$ cat src/design/vegd_pkg.sv
// Shared types, constants and helpers for the Gaussian-damped velocity estimator.
// No dependencies; used by vegd_ctrl, vegd_dp and the top level.
package vegd_pkg;

    localparam int FRAC_BITS_DEF = 16;

    // 9.80665 * 2^24, counts-to-m/s^2 scale (1/16384 folded into the shift)
    localparam logic [27:0] ACC_SCALE = 28'd164528285;
    // log2(e) in Q.16
    localparam logic [16:0] LOG2E = 17'd94548;
    localparam logic signed [65:0] OUT_MAX = 66'sd1048575;
    // quotient of |v|^2/(2 sigma^2) stays below 2^20 once the gain is nonzero
    localparam int DIV_STEPS = 20;

    // register indexes
    localparam logic [1:0] CFG_MODE       = 2'd0;
    localparam logic [1:0] CFG_SIGMA_FILM = 2'd1;
    localparam logic [1:0] CFG_SIGMA_AERO = 2'd2;

    localparam logic [15:0] SIGMA_FILM_RST = 16'd3277;
    localparam logic [15:0] SIGMA_AERO_RST = 16'd819;

    // datapath commands
    localparam logic [4:0] OP_NONE  = 5'd0;
    localparam logic [4:0] OP_LOAD  = 5'd1;
    localparam logic [4:0] OP_ACC_M = 5'd2;
    localparam logic [4:0] OP_ACC_W = 5'd3;
    localparam logic [4:0] OP_DT_M  = 5'd4;
    localparam logic [4:0] OP_DT_W  = 5'd5;
    localparam logic [4:0] OP_MEAS  = 5'd6;
    localparam logic [4:0] OP_SQ_M  = 5'd7;
    localparam logic [4:0] OP_SQ_W  = 5'd8;
    localparam logic [4:0] OP_SIG_M = 5'd9;
    localparam logic [4:0] OP_SIG_W = 5'd10;
    localparam logic [4:0] OP_CMP   = 5'd11;
    localparam logic [4:0] OP_DIV   = 5'd12;
    localparam logic [4:0] OP_LOG_M = 5'd13;
    localparam logic [4:0] OP_LOG_W = 5'd14;
    localparam logic [4:0] OP_INT_M = 5'd15;
    localparam logic [4:0] OP_INT_W = 5'd16;
    localparam logic [4:0] OP_GAIN  = 5'd17;
    localparam logic [4:0] OP_OUT_M = 5'd18;
    localparam logic [4:0] OP_OUT_W = 5'd19;
    localparam logic [4:0] OP_EMIT  = 5'd20;

    typedef struct packed {
        logic [4:0] op;
        logic [1:0] axis;
    } cmd_t;

    typedef struct packed {
        logic gain_zero;
    } status_t;

    // 2^(-k/16) in Q.16
    function automatic logic [16:0] pow2_neg(input logic [4:0] k);
        logic [16:0] r;
        unique case (k)
            5'd0:    r = 17'd65536;
            5'd1:    r = 17'd62757;
            5'd2:    r = 17'd60097;
            5'd3:    r = 17'd57549;
            5'd4:    r = 17'd55109;
            5'd5:    r = 17'd52773;
            5'd6:    r = 17'd50535;
            5'd7:    r = 17'd48393;
            5'd8:    r = 17'd46341;
            5'd9:    r = 17'd44376;
            5'd10:   r = 17'd42495;
            5'd11:   r = 17'd40693;
            5'd12:   r = 17'd38968;
            5'd13:   r = 17'd37316;
            5'd14:   r = 17'd35734;
            5'd15:   r = 17'd34219;
            default: r = 17'd32768;
        endcase
        return r;
    endfunction

    // divide by 2^s, round to nearest, ties away from zero
    function automatic logic signed [65:0] rnd_shr(input logic signed [65:0] v, input int s);
        logic [65:0] m;
        logic [65:0] r;
        m = v[65] ? 66'(-v) : 66'(v);
        r = (m + (66'd1 << (s - 1))) >> s;
        return v[65] ? -$signed(r) : $signed(r);
    endfunction

    function automatic logic signed [31:0] sat32(input logic signed [65:0] v);
        logic signed [31:0] r;
        if (v > 66'sd2147483647)
            r = 32'sh7FFFFFFF;
        else if (v < -66'sd2147483648)
            r = 32'sh80000000;
        else
            r = v[31:0];
        return r;
    endfunction

endpackage

$ cat src/design/vegd_ctrl.sv
// Sequencer for the estimator: walks the datapath through one sample.
// Depends on vegd_pkg (command and status types, op codes).
module vegd_ctrl
(
    input  logic              clk,
    input  logic              rst_n,
    input  logic              in_valid,
    output logic              in_ready,
    output logic              out_valid,
    input  logic              out_ready,
    input  vegd_pkg::status_t status,
    output vegd_pkg::cmd_t    cmd
);

    localparam logic [4:0] ST_IDLE  = 5'd0;
    localparam logic [4:0] ST_ACC_M = 5'd1;
    localparam logic [4:0] ST_ACC_W = 5'd2;
    localparam logic [4:0] ST_DT_M  = 5'd3;
    localparam logic [4:0] ST_DT_W  = 5'd4;
    localparam logic [4:0] ST_MEAS  = 5'd5;
    localparam logic [4:0] ST_SQ_M  = 5'd6;
    localparam logic [4:0] ST_SQ_W  = 5'd7;
    localparam logic [4:0] ST_SIG_M = 5'd8;
    localparam logic [4:0] ST_SIG_W = 5'd9;
    localparam logic [4:0] ST_CMP   = 5'd10;
    localparam logic [4:0] ST_DIV   = 5'd11;
    localparam logic [4:0] ST_LOG_M = 5'd12;
    localparam logic [4:0] ST_LOG_W = 5'd13;
    localparam logic [4:0] ST_INT_M = 5'd14;
    localparam logic [4:0] ST_INT_W = 5'd15;
    localparam logic [4:0] ST_GAIN  = 5'd16;
    localparam logic [4:0] ST_OUT_M = 5'd17;
    localparam logic [4:0] ST_OUT_W = 5'd18;
    localparam logic [4:0] ST_EMIT  = 5'd19;

    localparam logic [1:0] AXIS_LAST = 2'd2;
    localparam int CNT_W = $clog2(vegd_pkg::DIV_STEPS);
    localparam logic [CNT_W-1:0] CNT_LAST = CNT_W'(vegd_pkg::DIV_STEPS - 1);

    logic [4:0]       state_reg, state_next;
    logic [1:0]       axis_reg, axis_next;
    logic [CNT_W-1:0] cnt_reg, cnt_next;
    logic             out_valid_reg, out_valid_next;
    logic             out_free;

    assign in_ready  = (state_reg == ST_IDLE);
    assign out_valid = out_valid_reg;
    assign out_free  = !out_valid_reg || out_ready;

    // next state and command
    always_comb
    begin
        state_next     = state_reg;
        axis_next      = axis_reg;
        cnt_next       = cnt_reg;
        out_valid_next = out_valid_reg && !out_ready;
        cmd.op         = vegd_pkg::OP_NONE;
        cmd.axis       = axis_reg;
        unique case (state_reg)
            ST_IDLE:
            begin
                if (in_valid)
                begin
                    cmd.op     = vegd_pkg::OP_LOAD;
                    axis_next  = 2'd0;
                    state_next = ST_ACC_M;
                end
            end
            ST_ACC_M:
            begin
                cmd.op     = vegd_pkg::OP_ACC_M;
                state_next = ST_ACC_W;
            end
            ST_ACC_W:
            begin
                cmd.op     = vegd_pkg::OP_ACC_W;
                state_next = ST_DT_M;
            end
            ST_DT_M:
            begin
                cmd.op     = vegd_pkg::OP_DT_M;
                state_next = ST_DT_W;
            end
            ST_DT_W:
            begin
                cmd.op     = vegd_pkg::OP_DT_W;
                state_next = ST_MEAS;
            end
            ST_MEAS:
            begin
                cmd.op = vegd_pkg::OP_MEAS;
                if (axis_reg == AXIS_LAST)
                begin
                    axis_next  = 2'd0;
                    state_next = ST_SQ_M;
                end
                else
                begin
                    axis_next  = axis_reg + 2'd1;
                    state_next = ST_ACC_M;
                end
            end
            ST_SQ_M:
            begin
                cmd.op     = vegd_pkg::OP_SQ_M;
                state_next = ST_SQ_W;
            end
            ST_SQ_W:
            begin
                cmd.op = vegd_pkg::OP_SQ_W;
                if (axis_reg == AXIS_LAST)
                begin
                    axis_next  = 2'd0;
                    state_next = ST_SIG_M;
                end
                else
                begin
                    axis_next  = axis_reg + 2'd1;
                    state_next = ST_SQ_M;
                end
            end
            ST_SIG_M:
            begin
                cmd.op     = vegd_pkg::OP_SIG_M;
                state_next = ST_SIG_W;
            end
            ST_SIG_W:
            begin
                cmd.op     = vegd_pkg::OP_SIG_W;
                state_next = ST_CMP;
            end
            ST_CMP:
            begin
                cmd.op   = vegd_pkg::OP_CMP;
                cnt_next = '0;
                // exponent of 16 or more: gain is zero, skip straight to output
                if (status.gain_zero)
                    state_next = ST_OUT_M;
                else
                    state_next = ST_DIV;
            end
            ST_DIV:
            begin
                cmd.op   = vegd_pkg::OP_DIV;
                cnt_next = cnt_reg + 1'b1;
                if (cnt_reg == CNT_LAST)
                    state_next = ST_LOG_M;
            end
            ST_LOG_M:
            begin
                cmd.op     = vegd_pkg::OP_LOG_M;
                state_next = ST_LOG_W;
            end
            ST_LOG_W:
            begin
                cmd.op     = vegd_pkg::OP_LOG_W;
                state_next = ST_INT_M;
            end
            ST_INT_M:
            begin
                cmd.op     = vegd_pkg::OP_INT_M;
                state_next = ST_INT_W;
            end
            ST_INT_W:
            begin
                cmd.op     = vegd_pkg::OP_INT_W;
                state_next = ST_GAIN;
            end
            ST_GAIN:
            begin
                cmd.op     = vegd_pkg::OP_GAIN;
                state_next = ST_OUT_M;
            end
            ST_OUT_M:
            begin
                cmd.op     = vegd_pkg::OP_OUT_M;
                state_next = ST_OUT_W;
            end
            ST_OUT_W:
            begin
                cmd.op = vegd_pkg::OP_OUT_W;
                if (axis_reg == AXIS_LAST)
                begin
                    axis_next  = 2'd0;
                    state_next = ST_EMIT;
                end
                else
                begin
                    axis_next  = axis_reg + 2'd1;
                    state_next = ST_OUT_M;
                end
            end
            ST_EMIT:
            begin
                // hold until the output register is free
                if (out_free)
                begin
                    cmd.op         = vegd_pkg::OP_EMIT;
                    out_valid_next = 1'b1;
                    state_next     = ST_IDLE;
                end
            end
            default:
            begin
                state_next = ST_IDLE;
            end
        endcase
    end

    always_ff @(posedge clk or negedge rst_n)
    begin
        if (!rst_n)
        begin
            state_reg     <= ST_IDLE;
            axis_reg      <= 2'd0;
            cnt_reg       <= '0;
            out_valid_reg <= 1'b0;
        end
        else
        begin
            state_reg     <= state_next;
            axis_reg      <= axis_next;
            cnt_reg       <= cnt_next;
            out_valid_reg <= out_valid_next;
        end
    end

endmodule

$ cat config.mk
export PLATFORM = sky130hd
export DESIGN_NAME = vegd_ctrl
export DESIGN_NICKNAME = d
export VERILOG_FILES = /design/src/design/vegd_pkg.sv /design/src/design/vegd_ctrl.sv
export SDC_FILE = /design/constraint.sdc
export NUM_CORES = 1
export LEC_CHECK = 0
export ABC_AREA = 1
export BUFFER_PORTS_ARGS = -buffer_cell sky130_fd_sc_hd__buf_2
export CAP_MARGIN = 15
export CORE_MARGIN = 4
export CORE_UTILIZATION = 30
export CTS_BUF_LIST = sky130_fd_sc_hd__clkbuf_2 sky130_fd_sc_hd__clkbuf_4 sky130_fd_sc_hd__clkbuf_8
export DETAILED_ROUTE_END_ITERATION = 7
export PLACE_DENSITY = 0.5
export SLEW_MARGIN = 25
export SYNTH_ARGS = -nofsm -noshare
export SYNTH_HDL_FRONTEND = slang
export SYNTH_SLANG_ARGS = --single-unit
export TNS_END_PERCENT = 30
$ cat constraint.sdc
create_clock -name clk -period 2.35 [get_ports clk]
set_clock_uncertainty 0.1 [all_clocks]
set_input_delay 0.235 -clock clk [delete_from_list [all_inputs] [get_ports clk]]
set_output_delay 0.235 -clock clk [all_outputs]
set_load 0.02 [all_outputs]
Word-level counts from Yosys, hierarchy flattened
Index checks and enable logic that the tools add are counted.
{"block": "totals", "regBits": 13, "latchBits": 0, "ram_bits": 0, "rom_bits": 0, "input_bits": 5, "out_inout_bits": 9, "elab_cells": 57, "n_memories": 0}
{"block": "op_classes", "n_addsub": 2, "multipliers": 0, "n_div": 0, "order_cmp": 0, "n_eq_ne": 24, "shifts": 0, "muxes": 17, "bitwise_logic": 0, "n_reduce_logical": 10}
{"cell": "$pmux W5 S20", "count": 2}
{"cell": "$eq A5 B4 Y1 const B", "count": 8}
{"cell": "$eq A5 B5 Y1 const B", "count": 5}
{"cell": "$mux W5", "count": 5}
{"cell": "$eq A5 B3 Y1 const B", "count": 4}
{"cell": "$eq A5 B2 Y1 const B", "count": 2}
{"cell": "$pmux W5 S2", "count": 1}
{"cell": "$mux W2", "count": 3}
{"cell": "$ne A2 B2 Y1 const B", "count": 3}
{"cell": "$add A5 B1 Y5 const B", "count": 1}
{"cell": "$eq A5 B1 Y1 const B", "count": 1}
{"cell": "$logic_not A5 Y1", "count": 1}
{"cell": "$mux W4", "count": 1}
{"cell": "$pmux W2 S2", "count": 1}
{"cell": "$reduce_bool A2 Y1", "count": 2}
{"cell": "$mux W1", "count": 3}
{"cell": "$mux W3", "count": 1}
{"cell": "$reduce_and A3 Y1", "count": 1}
{"cell": "$reduce_or A3 Y1", "count": 1}
{"cell": "$add A2 B1 Y2 const B", "count": 1}
{"cell": "$eq A2 B2 Y1 const B", "count": 1}
{"cell": "$logic_not A1 Y1", "count": 2}
{"cell": "$reduce_and A2 Y1", "count": 1}
{"cell": "$logic_and A1 B1 Y1", "count": 1}
{"cell": "$logic_or A1 B1 Y1", "count": 1}

Depth between registers and ports, before layout
Gate-level depths: netlist (run 1).
{"block": "depth", "word_depth": 4, "mapped_depth": 7, "depth_no_buf": 7}

Worst setup path after synthesis (run 1)
No wires, ideal clock.
{"block": "synth_path", "kind": "reg2out", "startpoint": "register state_reg[0]", "endpoint": "output port cmd[2] (netlist name)", "arrival_ns": 1.314, "t_required_ns": 2.015, "path_slack_ns": 0.701, "path_stages_with_launch": 6, "n_path_buf": 0, "path_cell_list": "dfrtp_1 -> nor2_2 -> inv_1 -> nor2_2 -> nand2_1 -> nand3_1"}
{"item": "from (decl)", "line": "vegd_ctrl.sv:40", "rtl": "logic [4:0] state_reg, state_next;"}
{"item": "from (signal assigned)", "line": "vegd_ctrl.sv:221", "rtl": "state_reg <= state_next;"}
{"item": "to (decl)", "line": "vegd_ctrl.sv:12", "rtl": "output vegd_pkg::cmd_t cmd"}

==> impl_metrics.tcl, run 1 <==
set metrics [dict create \
    yosysMostFrequentCell "nand2_1" \
    yosysUniqueCellTypes 28 \
    via_count 933 \
    finalSetupViolCount 0 \
    critPathBufInv 3 \
    clock-sinks 13 \
    synthCells 137 \
    route.detailed.wl_per_inst_microns 11.8 \
    critPathArrivalTime_ps 1630 \
    yosys-top-cells-area "dfrtp_1 (35%), nand2_1 (15%), nor2_1 (9.3%)" \
    rsz0062_at_grt "no" \
    cp.required_ps 2020 \
    cts_buffers 3 \
    synth_area_per_cell_sq_um 6.76 \
    grt_pass1_wl_mm 3.59 \
    die_area_sq_um 4040 \
    netlist_area_sq_um 926 \
    clock_path_buffers 2 \
    fmax_ghz 0.510 \
    slew_viol_final 0 \
    syn_nets 143 \
    placed_cell_area_sq_um 1020 \
    cpLargestDelayFamily "flip-flops" \
    via_per_inst 5.04 \
    grt_max_degree 14 \
    antenna_left 0 \
    synth-seq-area-share_pct 35.1 \
    initialDrtViolationCount 47 \
    die_h_microns 63.6 \
    synth-edff-count 0 \
    slowest_delay_ps 500 \
    p_leak_nw 0.563 \
    ys_async_sr_fraction_pct 100 \
    num-nets-final 161 \
    layout-drive-gt1-share_pct 22.1 \
    gp_congestion 0.962 \
    placedCellCount 180 \
    grt_usage_pct 11.1 \
    finalSetupTns_ps 0 \
    clockRootBuffer "clkbuf_4" \
    status "finished clean" \
    stdcell_count 185 \
    min_path_type "primary input to flip-flop" \
    synth_top_area_cell "dfrtp_1" \
    firstDrtPassIters 4 \
    clk_latency_ps 280 \
    final_hold_viol_count 0 \
    first_global_vias 802 \
    yosys_most_used_dff "dfrtp_1" \
    cts_setup_buffers 0 \
    yosys_warnings 0 \
    grt_antenna_before_repair 0 \
    power_density_nw_per_um2 1130 \
    synth_top_area_share_pct 35.1 \
    fin_area_sq_um 1060 \
    ys_ff_latch 13 \
    wl_mm 2.18 \
    cts_resized 0 \
    tightest_slew_ps 321 \
    utilization_pct 37.2 \
    crit_type "flip-flop to output pin" \
    ys_top_cells_by_count "nand2_1 (36), nor2_1 (23), nand3_1 (17)" \
    grt_overflow 0 \
    total_power_w 0.00120 \
    fin_crit_ps 1960 \
    insertedDiodeCount 0 \
    hold_path_depth 3 \
    worstSetupEndpointType "output pin" \
    crit_path_cell_trace "nand2_4 -> clkinv_2 -> nand3_2 -> nand2_1 -> inv_1 -> o2111ai_1 -> buf_2" \
    drc 0 \
    io_pins 14 \
    initial_utilization_pct 32.5 \
    crit_path_top_delay_cell "dfrtp_1" \
    core_sq_um 2850 \
    rows 19 \
    start_kind "flip-flop" \
    path_clk_slew_ps 90 \
    portBuffers 13 \
    rr_worst_depth 5 \
    ir_drop_mv 0.437 \
    worstPathMaxFanout 8 \
    htreeDepth 1 \
    die_w_microns 63.6 \
    relSlewSlack_pct 78.6 \
    hpwlAfterDp_mm 1.74 \
    fin_crit_sh_pct 83.5 \
    cts_tree "done" \
    area_delta_synth_final_pct 14.7 \
    drv_cap 0 \
    cp.depth 7 \
    hold_buffers 1 \
]
==> worst paths after layout <==
path | start | end | slack [ps]
max in group asynchronous | rst_n | axis_reg[0]$_DFFE_PN0P_ | 1650
setup reg to reg | state_reg[4]$_DFFE_PN0P_ | axis_reg[0]$_DFFE_PN0P_ | 850
hold reg to reg | cnt_reg[1]$_DFFE_PN0P_ | cnt_reg[1]$_DFFE_PN0P_ | 410
hold / removal | status | state_reg[4]$_DFFE_PN0P_ | 90
min in group asynchronous | rst_n | cnt_reg[3]$_DFFE_PN0P_ | 270
setup / recovery | state_reg[0]$_DFFE_PN0P_ | cmd[4] | 390
==> worst register-to-register path, delay by kind of cell, from the launching register on <==
family | cells | cell delay (ps)
AOI/OAI and AO/OA | 1 | 280
buffers and inverters | 1 | 200
DFF | 1 | 480
and+or+nand+nor | 3 | 380
==> cells by family (layout without fill, tap and decap cells) <==
| group | count (synthesis) | after routing | share of synthesized area (%) |
|---|---|---|---|
| compound gates | 12 | 12 | 7.57 |
| flops | 13 | 13 | 35.1 |
| buf+inv | 17 | 34 | 7.16 |
| xor+xnor | 2 | 2 | 1.89 |
| simple gates | 92 | 92 | 46.9 |
| fa+ha+maj | 1 | 1 | 1.35 |
==> cells in the final DEF, fill, tap and decap left out, drive strengths merged, types with 2 or more instances in the layout <==
cell type | synthesis | layout
clkbuf | 0 | 3
buf | 1 | 13
clkinv | 1 | 2
o21ai | 7 | 7
nand3 | 19 | 19
inv | 15 | 15
nor2 | 27 | 27
dfrtp | 13 | 13
nor3 | 3 | 3
nand4 | 2 | 2
nand2 | 39 | 39
a21oi | 2 | 2
==> report_power, final <==
group	leakage, nW	switching, W	internal, W
combinational	0.372	0.000451	0.000218
sequential	0.174	0.000103	0.000282
clock	0.0177	0.0000798	0.0000632
==> routing by layer <==
metal	track usage [%]	up-vias	routed length [microns]
li1	-	475	-
met1	16.0	413	1030
met2	16.7	42	974
met3	2.31	3	154
met4	3.23	0	16
met5	0	-	0
==> per-stage QoR <==
step                      setup WS [ps]  hold WS (ps)
final                               388          90.6
after global routing                224          99.6
after CTS                           362          84.0
after detailed placement            681          47.6
after global placement              668          51.7
after floorplan                     701          -161
==> area by class of cell <==
type,count,area (sq um)
Fill cell,312,1790
Multi-Input combinational cell,107,534
Sequential cell,13,325
Timing Repair Buffer,14,75.1
Inverter,16,61.3
Tap cell,31,38.8
Clock buffer,3,22.5
Clock inverter,1,5.00
(Power assumes the default switching activity.)
==> run 2, diff against run 1 <==
clock period = 1.98 ns   (was 2.35 ns; I/O delays follow)
==> impl_metrics.tcl, run 2 (synthesis results as in run 1) <==
set metrics [dict create \
    crit_path_top_delay_cell "dfrtp_2" \
    critPathArrivalTime_ps 1550 \
    hpwlAfterDp_mm 1.74 \
    io_pins 14 \
    drc 0 \
    initial_utilization_pct 32.5 \
    finalSetupTns_ps 0 \
    area_delta_synth_final_pct 19.1 \
    worstPathMaxFanout 7 \
    die_h_microns 63.6 \
    tightest_slew_ps 299 \
    drv_cap 0 \
    final_common_cell "nand2_1" \
    antenna_left 0 \
    firstDrtPassIters 4 \
    critPathBufInv 2 \
    finalSetupViolCount 0 \
    nFillCells 307 \
    portBuffers 13 \
    grt_overflow 0 \
    power_density_nw_per_um2 1360 \
    clockRootBuffer "clkbuf_4" \
    clock-sinks 13 \
    rr_worst_depth 7 \
    cpLargestDelayFamily "flip-flops" \
    cts_buffers 3 \
    insertedDiodeCount 0 \
    min_path_type "primary input to flip-flop" \
    cp.required_ps 1680 \
    path_clk_slew_ps 90 \
    ir_drop_mv 0.526 \
    placedCellCount 180 \
    clk_latency_ps 280 \
    fin_crit_ps 1850 \
    p_int_w 0.000720 \
    seqPwrFrac_pct 31.7 \
    die_w_microns 63.6 \
    gp_congestion 0.962 \
    via_per_inst 4.93 \
    power_frac_clock_pct 11.3 \
    rows 19 \
    slowest_delay_ps 490 \
    grt_pass1_wl_mm 3.59 \
    layout_common_cells "nand2_1 (36), nor2_1 (23), nand3_1 (17), inv_1 (12), buf_2 (12)" \
    stdcell_count 188 \
    initialDrtViolationCount 44 \
    grt_antenna_before_repair 0 \
    crit_type "flip-flop to output pin" \
    pwr-share-comb_pct 57.0 \
    start_kind "flip-flop" \
    crit_path_cell_trace "nand2_4 -> nand4_1 -> nand2_1 -> inv_1 -> o2111ai_1 -> buf_4" \
    p_leak_nw 0.572 \
    final_hold_viol_count 0 \
    layout-drive-gt1-share_pct 26.8 \
    status "finished clean" \
    num-nets-final 164 \
    p_switching_w 0.000779 \
    hold_path_depth 3 \
    fin_crit_sh_pct 93.3 \
    cp.depth 6 \
    grt_usage_pct 11.1 \
    worstSetupEndpointType "output pin" \
    first_global_vias 802 \
    route.detailed.wl_per_inst_microns 11.9 \
    wl_mm 2.25 \
    relSlewSlack_pct 79.9 \
    die_area_sq_um 4040 \
    rsz0062_at_grt "no" \
    clock_path_buffers 2 \
    htreeDepth 1 \
    cts_tree "done" \
    fmax_ghz 0.541 \
    core_sq_um 2850 \
    grt_max_degree 14 \
    p_sw_share_pct 52.0 \
    via_count 926 \
    slew_viol_final 0 \
]
==> run 2: cell types whose count changed in the layout (fill, tap and decap cells not counted), sizes merged <==
cell    previous run  this run
buf               13        16
clkinv             2         1
inv               15        16
==> run 2: final timing paths <==
path                       slack [ps]                startpoint                        to
max in group asynchronous        1300                     rst_n  state_reg[1]$_DFFE_PN0P_
min in group asynchronous         230                     rst_n  state_reg[3]$_DFFE_PN0P_
max                               130  state_reg[0]$_DFFE_PN0P_                    cmd[4]
max reg2reg                       440  state_reg[0]$_DFFE_PN0P_    cnt_reg[0]$_DFFE_PN0P_
min reg2reg                       410    cnt_reg[1]$_DFFE_PN0P_    cnt_reg[1]$_DFFE_PN0P_
min                                50                    status  state_reg[4]$_DFFE_PN0P_
==> run 2: power by group through the flow <==
stage	Combinational (W)	Sequential (W)	Clock (W)
finish	0.000855	0.000475	0.000170
floorplan	0.000565	0.000469	0
detailed placement	0.000796	0.000460	0
CTS	0.000799	0.000456	0.000179
global route	0.000951	0.000485	0.000190
global placement	0.000804	0.000460	0
==> run 2: metal layers <==
| layer | routed length (microns) | track usage [%] | vias up |
|---|---|---|---|
| met4 | 0 | 3.23 | 0 |
| li1 | - | - | 485 |
| met5 | 0 | 0 | - |
| met2 | 1020 | 16.7 | 36 |
| met1 | 1070 | 16.0 | 405 |
| met3 | 154 | 2.31 | 0 |
==> run 2: area by class of cell <==
type,instances,area (sq um),area share (%)
Clock buffer,3,22.5,2.04
Tap cell,31,38.8,3.52
Inverter,16,65.1,5.90
Clock inverter,1,5.00,0.454
Multi-Input combinational cell,107,539,48.9
Timing Repair Buffer,17,100,9.08
Sequential cell,13,332,30.1
==> run 2: timing repair <==
action / in CTS / in global routing
hold buffers: 1 / 0
endpoints found under the hold margin: 13 / 0
resized for setup: 0 / 9
buffers inserted: 0 / 3
setup endpoints to repair: 0 / 2
==> run 2: metrics by stage <==
stage / utilization (%) / instance area, sq um / hold WS, ps / worst slack, ps / power [W]
after floorplan: - / 926 / -198 / 368 / 0.00103
after global placement: 35.9 / 1020 / 14.7 / 335 / 0.00126
after detailed placement: 35.9 / 1020 / 10.6 / 348 / 0.00126
after CTS: 37.2 / 1060 / 47.0 / 29.1 / 0.00143
after global routing: 38.6 / 1100 / 62.5 / 4.12 / 0.00163
final: 38.6 / 1100 / 54.3 / 133 / 0.00150
==> run 2: tightest hold or removal path, delay by kind of cell <==
family / cells / cell delay, ps
simple gates: 2 / 110
buf+inv: 1 / 90
